`src/hdl/tslc_pkg.sv`:
```
// ----------------------------------------------------------------------------
// Tile sprite layer compositor package
// Shared constants, item kinds, controller states and command/status bundles.
// ----------------------------------------------------------------------------
package tslc_pkg;

  localparam int FRAME_WIDTH_DEF      = 320;
  localparam int FRAME_HEIGHT_DEF     = 224;
  localparam int TILE_STORE_BYTES_DEF = 131072;

  localparam int KIND_W   = 3;
  localparam int POS_W    = 10;
  localparam int TILES_W  = 3;
  localparam int FIRST_W  = 11;
  localparam int PAL_W    = 4;
  localparam int ADDR_W   = 17;
  localparam int PIX_W    = 8;
  localparam int CW_W     = 9;
  localparam int VOFF_W   = 9;
  localparam int TBL_W    = 18;
  localparam int CFG_IDX_W = 2;
  localparam int CFG_DATA_W = 18;
  localparam int OFF_W    = 18;

  localparam logic [CW_W-1:0] CW_RESET = 9'd320;

  localparam logic [CFG_IDX_W-1:0] CFG_CONTENT_WIDTH   = 2'd0;
  localparam logic [CFG_IDX_W-1:0] CFG_VERTICAL_OFFSET = 2'd1;
  localparam logic [CFG_IDX_W-1:0] CFG_TILE_BYTES      = 2'd2;

  typedef enum logic [KIND_W-1:0] {
    KIND_CLEAR   = 3'd0,
    KIND_TILE    = 3'd1,
    KIND_STATIC  = 3'd2,
    KIND_DYNAMIC = 3'd3,
    KIND_MERGE   = 3'd4
  } kind_e;

  typedef enum logic [3:0] {
    ST_INIT,
    ST_IDLE,
    ST_CLR,
    ST_TW,
    ST_MRD,
    ST_MRES,
    ST_SADDR,
    ST_SRD,
    ST_SWR,
    ST_FIN
  } state_e;

  typedef struct packed {
    logic load;
    logic clr_start;
    logic clr_run;
    logic calc;
    logic step;
    logic spr_we;
    logic tile_we;
    logic merge_done;
    logic out_load;
  } cmd_t;

  typedef struct packed {
    logic clr_last;
    logic empty;
    logic last;
  } sts_t;

endpackage

```
`src/hdl/tslc_ctrl.sv`:
```
// ----------------------------------------------------------------------------
// Compositor controller
// Sequences clear sweeps, tile writes, merges and the per-pixel sprite walk.
// ----------------------------------------------------------------------------
module tslc_ctrl (
  input  logic                        clk_i,
  input  logic                        rst_ni,
  input  logic                        in_valid_i,
  output logic                        in_stall_o,
  input  logic [tslc_pkg::KIND_W-1:0] kind_i,
  output logic                        out_valid_o,
  input  logic                        out_stall_i,
  output tslc_pkg::cmd_t              cmd_o,
  input  tslc_pkg::sts_t              sts_i
);
  import tslc_pkg::*;

  state_e state_q, state_d;
  logic   out_valid_q, out_valid_d;
  logic   accept;

  assign in_stall_o  = (state_q != ST_IDLE);
  assign accept      = in_valid_i && !in_stall_o;
  assign out_valid_o = out_valid_q;

  always_ff @(posedge clk_i or negedge rst_ni) begin
    if (!rst_ni) begin
      state_q     <= ST_INIT;
      out_valid_q <= 1'b0;
    end else begin
      state_q     <= state_d;
      out_valid_q <= out_valid_d;
    end
  end

  always_comb begin
    state_d     = state_q;
    out_valid_d = out_valid_q && out_stall_i;
    cmd_o       = '0;
    case (state_q)
      ST_INIT: begin
        cmd_o.clr_run = 1'b1;
        if (sts_i.clr_last) begin
          state_d = ST_IDLE;
        end
      end
      ST_IDLE: begin
        if (accept) begin
          cmd_o.load = 1'b1;
          case (kind_e'(kind_i))
            KIND_CLEAR: begin
              cmd_o.clr_start = 1'b1;
              state_d = ST_CLR;
            end
            KIND_TILE:    state_d = ST_TW;
            KIND_STATIC:  state_d = ST_SADDR;
            KIND_DYNAMIC: state_d = ST_SADDR;
            KIND_MERGE:   state_d = ST_MRD;
            default:      state_d = ST_FIN;
          endcase
        end
      end
      ST_CLR: begin
        cmd_o.clr_run = 1'b1;
        if (sts_i.clr_last) begin
          state_d = ST_FIN;
        end
      end
      ST_TW: begin
        cmd_o.tile_we = 1'b1;
        state_d = ST_FIN;
      end
      ST_MRD: begin
        state_d = ST_MRES;
      end
      ST_MRES: begin
        cmd_o.merge_done = 1'b1;
        state_d = ST_FIN;
      end
      ST_SADDR: begin
        if (sts_i.empty) begin
          state_d = ST_FIN;
        end else begin
          cmd_o.calc = 1'b1;
          state_d = ST_SRD;
        end
      end
      ST_SRD: begin
        state_d = ST_SWR;
      end
      ST_SWR: begin
        cmd_o.spr_we = 1'b1;
        cmd_o.step   = 1'b1;
        state_d = sts_i.last ? ST_FIN : ST_SADDR;
      end
      ST_FIN: begin
        if (!out_valid_q || !out_stall_i) begin
          cmd_o.out_load = 1'b1;
          out_valid_d = 1'b1;
          state_d = ST_IDLE;
        end
      end
      default: begin
        state_d = ST_IDLE;
      end
    endcase
  end

endmodule

```
`config.mk`:
```
export PLATFORM = sky130hd
export DESIGN_NAME = tslc_ctrl
export DESIGN_NICKNAME = d
export VERILOG_FILES = /design/src/hdl/tslc_pkg.sv /design/src/hdl/tslc_ctrl.sv
export SDC_FILE = /design/constraint.sdc
export NUM_CORES = 1
export LEC_CHECK = 0
export BUFFER_PORTS_ARGS = -buffer_cell sky130_fd_sc_hd__buf_2
export CORE_AREA = 2 2 39 41
export DETAILED_ROUTE_END_ITERATION = 8
export DIE_AREA = 0 0 41 43
export GPL_TIMING_DRIVEN = 0
export PLACE_DENSITY = 0.74
export SYNTH_ARGS = -nofsm -noshare
export SYNTH_HDL_FRONTEND = slang
export SYNTH_SLANG_ARGS = --single-unit
```
`constraint.sdc`:
```
create_clock -name clk_i -period 1.7 [get_ports clk_i]
set_input_delay 0.255 -clock clk_i [delete_from_list [all_inputs] [get_ports clk_i]]
set_output_delay 0.255 -clock clk_i [all_outputs]
set_load 0.01 [all_outputs]
```
Yosys cells after proc, flatten, opt, wreduce, memory -nomap -nowiden
Cells that the tools add are included.
Storage, ports and cells
  bits in registers: 5
  input bits: 10
  logic and storage cells: 53
Cells by class
  equal/unequal tests: 18
  muxes and demuxes: 21
  reduce and logical (&&, ||, !) cells: 12
Operators with widths (count)
  4-bit case mux with 9 select lines: 1
  4-bit 2-to-1 mux: 6
  4-bit by 3-bit == test with 1-bit output, second input constant: 4
  4-bit case mux with 4 select lines: 1
  1-bit 2-to-1 mux: 10
  4-bit by 2-bit == test with 1-bit output, second input constant: 2
  4-bit == test, second input constant: 2
  2-bit inequality test, second input constant: 4
  3-bit by 2-bit == test with 1-bit output, second input constant: 2
  2-bit 2-to-1 mux: 3
  2-bit OR reduction: 3
  4-bit by 1-bit == test with 1-bit output, second input constant: 1
  4-bit zero test: 1
  4-bit by 1-bit inequality test with 1-bit output, second input constant: 1
  4-bit AND reduction: 1
  3-bit by 1-bit == test with 1-bit output, second input constant: 1
  3-bit == test, second input constant: 1
  1-bit zero test: 3
  3-bit zero test: 1
  1-bit logical AND: 2
  1-bit logical OR: 1

Longest topological paths before layout
  depth in word-level cells: 5
  mapped depth: 6
  mapped depth without buffers: 4

Least setup slack after synthesis
No wires, ideal clock.
  path type: reg-to-output
  from: register state_q[3]
  to: output port cmd_o[7] (netlist bit)
  arrival: 1568 ps
  data required time: 1445 ps
  path slack: -123 ps
  stages on the path, launching flop included: 5
  cell sequence: dfrtp_1 buf_6 or4b_4 buf_6 nor4b_1
RTL lines
  start, declared: RTL line tslc_ctrl.sv:18  | state_e state_q, state_d;
  start signal, assigned: RTL line tslc_ctrl.sv:31  | state_q <= state_d;
  end, declared: RTL line tslc_ctrl.sv:13  | output tslc_pkg::cmd_t cmd_o,

==> impl_table.tex <==
\begin{tabular}{lr}
\hline
Metric & Value \\
\hline
\multicolumn{2}{l}{\textbf{Outcome}} \\
Result of the run & finished with violations \\
Violated checks & negative setup slack \\
\multicolumn{2}{l}{\textbf{Place}} \\
Half-perimeter wire length after detailed placement & between 900 and 1000 um \\
\# port buffers & 20 \\
Weighted congestion at the end of routability-driven global placement & $\sim$0.81 \\
\multicolumn{2}{l}{\textbf{Final layout}} \\
Core occupancy in the finished layout & 53.8\% \\
P\&R area growth vs syn & 61.7\% \\
Share of post-route cells with drive strength above 1 & a little over half \\
Number of diodes & 0 \\
Final layout net count & 105 \\
\multicolumn{2}{l}{\textbf{Synthesis}} \\
Largest cells by area after synthesis & sky130\_fd\_sc\_hd\_\_dfrtp\_1 (27\%), sky130\_fd\_sc\_hd\_\_a21oi\_1 (8.7\%), sky130\_fd\_sc\_hd\_\_nor2\_1 (8.2\%), sky130\_fd\_sc\_hd\_\_nand2b\_1 (5.4\%), sky130\_fd\_sc\_hd\_\_buf\_6 (4.9\%) \\
Mean cell area of the mapped netlist & slightly below 8 um\^{}2 \\
Post-synth top area cell & sky130\_fd\_sc\_hd\_\_dfrtp\_1 \\
Total nets after synthesis & 69 \\
Number of distinct library cells after synthesis & 27 \\
Synthesized cell area & $\sim$460 um\^{}2 \\
Share of the yosys chip area belonging to registers & between 20 and 30\% \\
Number of warnings issued by yosys & 0 \\
Total of flip-flops plus latches after synthesis & 5 \\
Post-Syn Instances & 59 \\
Yosys top cell area share & 27.2\% \\
\multicolumn{2}{l}{\textbf{STA}} \\
RSZ-0062 raised after global routing & true \\
Hold Fails Final Rpt & 0 \\
Upper clock frequency limit & 517 MHz \\
Setup slack of the critical path after layout & -233 ps \\
Worst slack on hold paths & 218 ps \\
Final setup violation count & 7 \\
Min Tclk post-route & approximately 1900 ps \\
Post-route clock period utilization & 114\% \\
Post-route clock skew & 7.11 ps \\
Max transition margin & 77.0\% \\
Actual transition at the worst max-transition pin & 344 ps \\
Count of pins over their slew limit & 0 \\
\multicolumn{2}{l}{\textbf{CTS}} \\
Total clock buffers created by CTS & 3 \\
\# H-tree levels & 1 \\
Clk sinks & 5 \\
Clock-pin slew reported for the worst setup and hold paths after clock tree synthesis & around 50 ps \\
Buffer type at the clock tree root & sky130\_fd\_sc\_hd\_\_clkbuf\_4 \\
Clock latency of the later-clocked register in the worst-skew pair & 270 ps \\
Worst-case clock buffer depth & 2 \\
Clock tree from TritonCTS & built \\
\multicolumn{2}{l}{\textbf{Run}} \\
Count of max-cap constraint violations & 0 \\
\multicolumn{2}{l}{\textbf{Floorplan}} \\
Top Ports & 21 \\
Placeable core region & 1380 um\^{}2 \\
FP Rows & 14 \\
Initial Util & around a third \\
DIE AREA & roughly 1800 um\^{}2 \\
Overall die height & about 43 um \\
Die X-Extent & 41 um \\
\multicolumn{2}{l}{\textbf{Detailed routing}} \\
DRT antenna net count & 0 \\
Average wire per cell in the routed design & 14.2 um \\
Routed wire length & 1570 um \\
Number of detailed-route iterations in the first pass & 4 \\
Count of routing violations after the opening detailed-route iteration & 18 \\
Number of vias after detailed routing & 573 \\
Detailed-route DRC error count & 0 \\
Via density per instance & 5.21 \\
\multicolumn{2}{l}{\textbf{Global route}} \\
Pin count of the biggest net entering global routing & 11 \\
Number of global-route vias before repair & 548 \\
Wire length of the first global-routing pass & 2350 um \\
GRT Util Overall & 20.2\% \\
Antenna violations before repair & 0 \\
Global-route congestion overflow total & 0 \\
\multicolumn{2}{l}{\textbf{Setup path}} \\
Required time at the worst-slack endpoint & between 1000 and 1500 ps \\
Kind of cell adding the most delay to the critical path & simple AND/OR/NAND/NOR gates \\
Worst-path cell chain & or4b\_4 > nor4b\_2 > buf\_2 \\
Total buffers and inverters traversed by the critical path & 1 \\
Kind of launch point of the worst setup path & flip-flop \\
Top fanout value on the critical path & 5 \\
Largest stage delay on the critical path & 570 ps \\
Worst setup path category & reg -> out \\
Max stage delay cell, worst path & sky130\_fd\_sc\_hd\_\_or4b\_4 \\
Worst path arrival time & 1680 ps \\
Element type at the critical path end & primary output \\
\multicolumn{2}{l}{\textbf{Power}} \\
Post-layout total power & approximately 1300 uW \\
Worst supply voltage drop on vdd & 0.624 mV \\
Static Leakage & 0.000373 uW \\
Power density relative to cell area & 1770 nW/um\^{}2 \\
\multicolumn{2}{l}{\textbf{Hold path}} \\
Type of the most critical hold path & in -> reg \\
\hline
\end{tabular}
==> where the power goes <==
group | switching, uW | total (uW) | internal, uW
combinational | 461 | 944 | 483
clock | 64.5 | 154 | 89.7
sequential | 51.4 | 218 | 167
==> metal layers <==
metal / up-vias / global-route usage, % / part of all wire (%)
li1: 274 / - / -
met3: 7 / 4.71 / 5.9
met1: 267 / 24.0 / 39
met4: 0 / 12.0 / 4.3
met2: 25 / 31.3 / 51
met5: - / 0 / 0
==> final timing paths <==
path	to	slack [ps]	cells past startpoint	from
max	cmd_o[7]	-230	3	state_q[2]
min	state_q[1]	220	2	sts_i[2]
max reg2reg	state_q[0]	10	6	state_q[2]
min reg2reg	out_valid_o	540	2	out_valid_o
max in group asynchronous	state_q[2]	1210	2	rst_ni
min in group asynchronous	state_q[1]	330	2	rst_ni
==> area by class of cell <==
type,count,area [um^2]
clock buffer,4,26.3
fill,132,639
inverter,2,7.51
tap,16,20.0
sequential,5,126
timing repair buffer,35,223
multi-input combinational,46,329
buffer,2,12.5
==> cell families (layout without fill, tap and decap cells) <==
group	after synthesis	after routing	synth area share [%]
AO/OA/AOI/OAI	16	16	23.6
XOR/XNOR	1	1	1.90
buffers and inverters	8	43	10.9
flip-flops	5	5	27.2
AND/OR/NAND/NOR	29	29	36.4
==> cells in the final DEF (no fill, tap or decap), types with 2 or more instances in the layout <==
cell / netlist / final
sky130_fd_sc_hd__nor2_1: 10 / 9
sky130_fd_sc_hd__dfrtp_1: 5 / 4
sky130_fd_sc_hd__nand2b_1: 4 / 4
sky130_fd_sc_hd__a21oi_1: 8 / 7
sky130_fd_sc_hd__nand2_1: 5 / 5
sky130_fd_sc_hd__nor2_4: 1 / 2
sky130_fd_sc_hd__clkbuf_4: 0 / 4
sky130_fd_sc_hd__inv_1: 2 / 2
sky130_fd_sc_hd__buf_6: 2 / 2
sky130_fd_sc_hd__or4bb_1: 2 / 2
sky130_fd_sc_hd__buf_2: 1 / 20
sky130_fd_sc_hd__buf_4: 1 / 12
==> worst reg2reg max path, cell delays in order (launching register included) <==
cell and delay, ps:
sky130_fd_sc_hd__dfrtp_2 430, sky130_fd_sc_hd__or4b_4 570, sky130_fd_sc_hd__buf_4 150, sky130_fd_sc_hd__buf_6 110, sky130_fd_sc_hd__nor2_4 90, sky130_fd_sc_hd__a211o_4 150
sky130_fd_sc_hd__a2bb2oi_2 120
==> timing repair <==
action                                 CTS  global route
setup endpoints to repair                8            11
hold buffers                             1             0
resized for setup                       10             5
pin swaps                                6             6
endpoints found under the hold margin    5             0
buffers inserted                        12             2
==> state kept, by name, summed over array words and instances (netlist names) <==
name	count
state_q	4
out_valid_o	1
==> cell usage after synthesis <==
| cell type | count |
|---|---|
| sky130_fd_sc_hd__a2bb2oi_2 | 1 |
| sky130_fd_sc_hd__a21oi_1 | 8 |
| sky130_fd_sc_hd__a31o_2 | 1 |
| sky130_fd_sc_hd__xnor2_1 | 1 |
| sky130_fd_sc_hd__or4bb_1 | 2 |
| sky130_fd_sc_hd__nor4b_1 | 1 |
| sky130_fd_sc_hd__o22ai_1 | 1 |
| sky130_fd_sc_hd__clkbuf_1 | 2 |
| sky130_fd_sc_hd__buf_2 | 1 |
| sky130_fd_sc_hd__o31ai_1 | 1 |
| sky130_fd_sc_hd__or4b_4 | 1 |
| sky130_fd_sc_hd__buf_4 | 1 |
| sky130_fd_sc_hd__or2b_1 | 1 |
| sky130_fd_sc_hd__nand2_1 | 5 |
| sky130_fd_sc_hd__nor2_4 | 1 |
| sky130_fd_sc_hd__nor2_1 | 10 |
| sky130_fd_sc_hd__or3_1 | 1 |
| sky130_fd_sc_hd__dfrtp_1 | 5 |
| sky130_fd_sc_hd__nor3_1 | 2 |
| sky130_fd_sc_hd__a211o_2 | 1 |
| sky130_fd_sc_hd__o21ai_0 | 1 |
| sky130_fd_sc_hd__inv_1 | 2 |
| sky130_fd_sc_hd__a211oi_1 | 1 |
| sky130_fd_sc_hd__o32ai_1 | 1 |
| sky130_fd_sc_hd__buf_6 | 2 |
| sky130_fd_sc_hd__or2_2 | 1 |
| sky130_fd_sc_hd__nand2b_1 | 4 |
==> per-stage QoR <==
step	TNS [ps]	instance area [um^2]	std cells	setup slack, ps
finish	-991	744	110	-233
global route	-1330	744	110	-249
CTS	-1060	722	109	-237
detailed placement	-74.0	587	95	-74.0
global placement	-45.4	587	95	-45.4
floorplan	0	467	59	10.9
(Power assumes the default switching activity.)
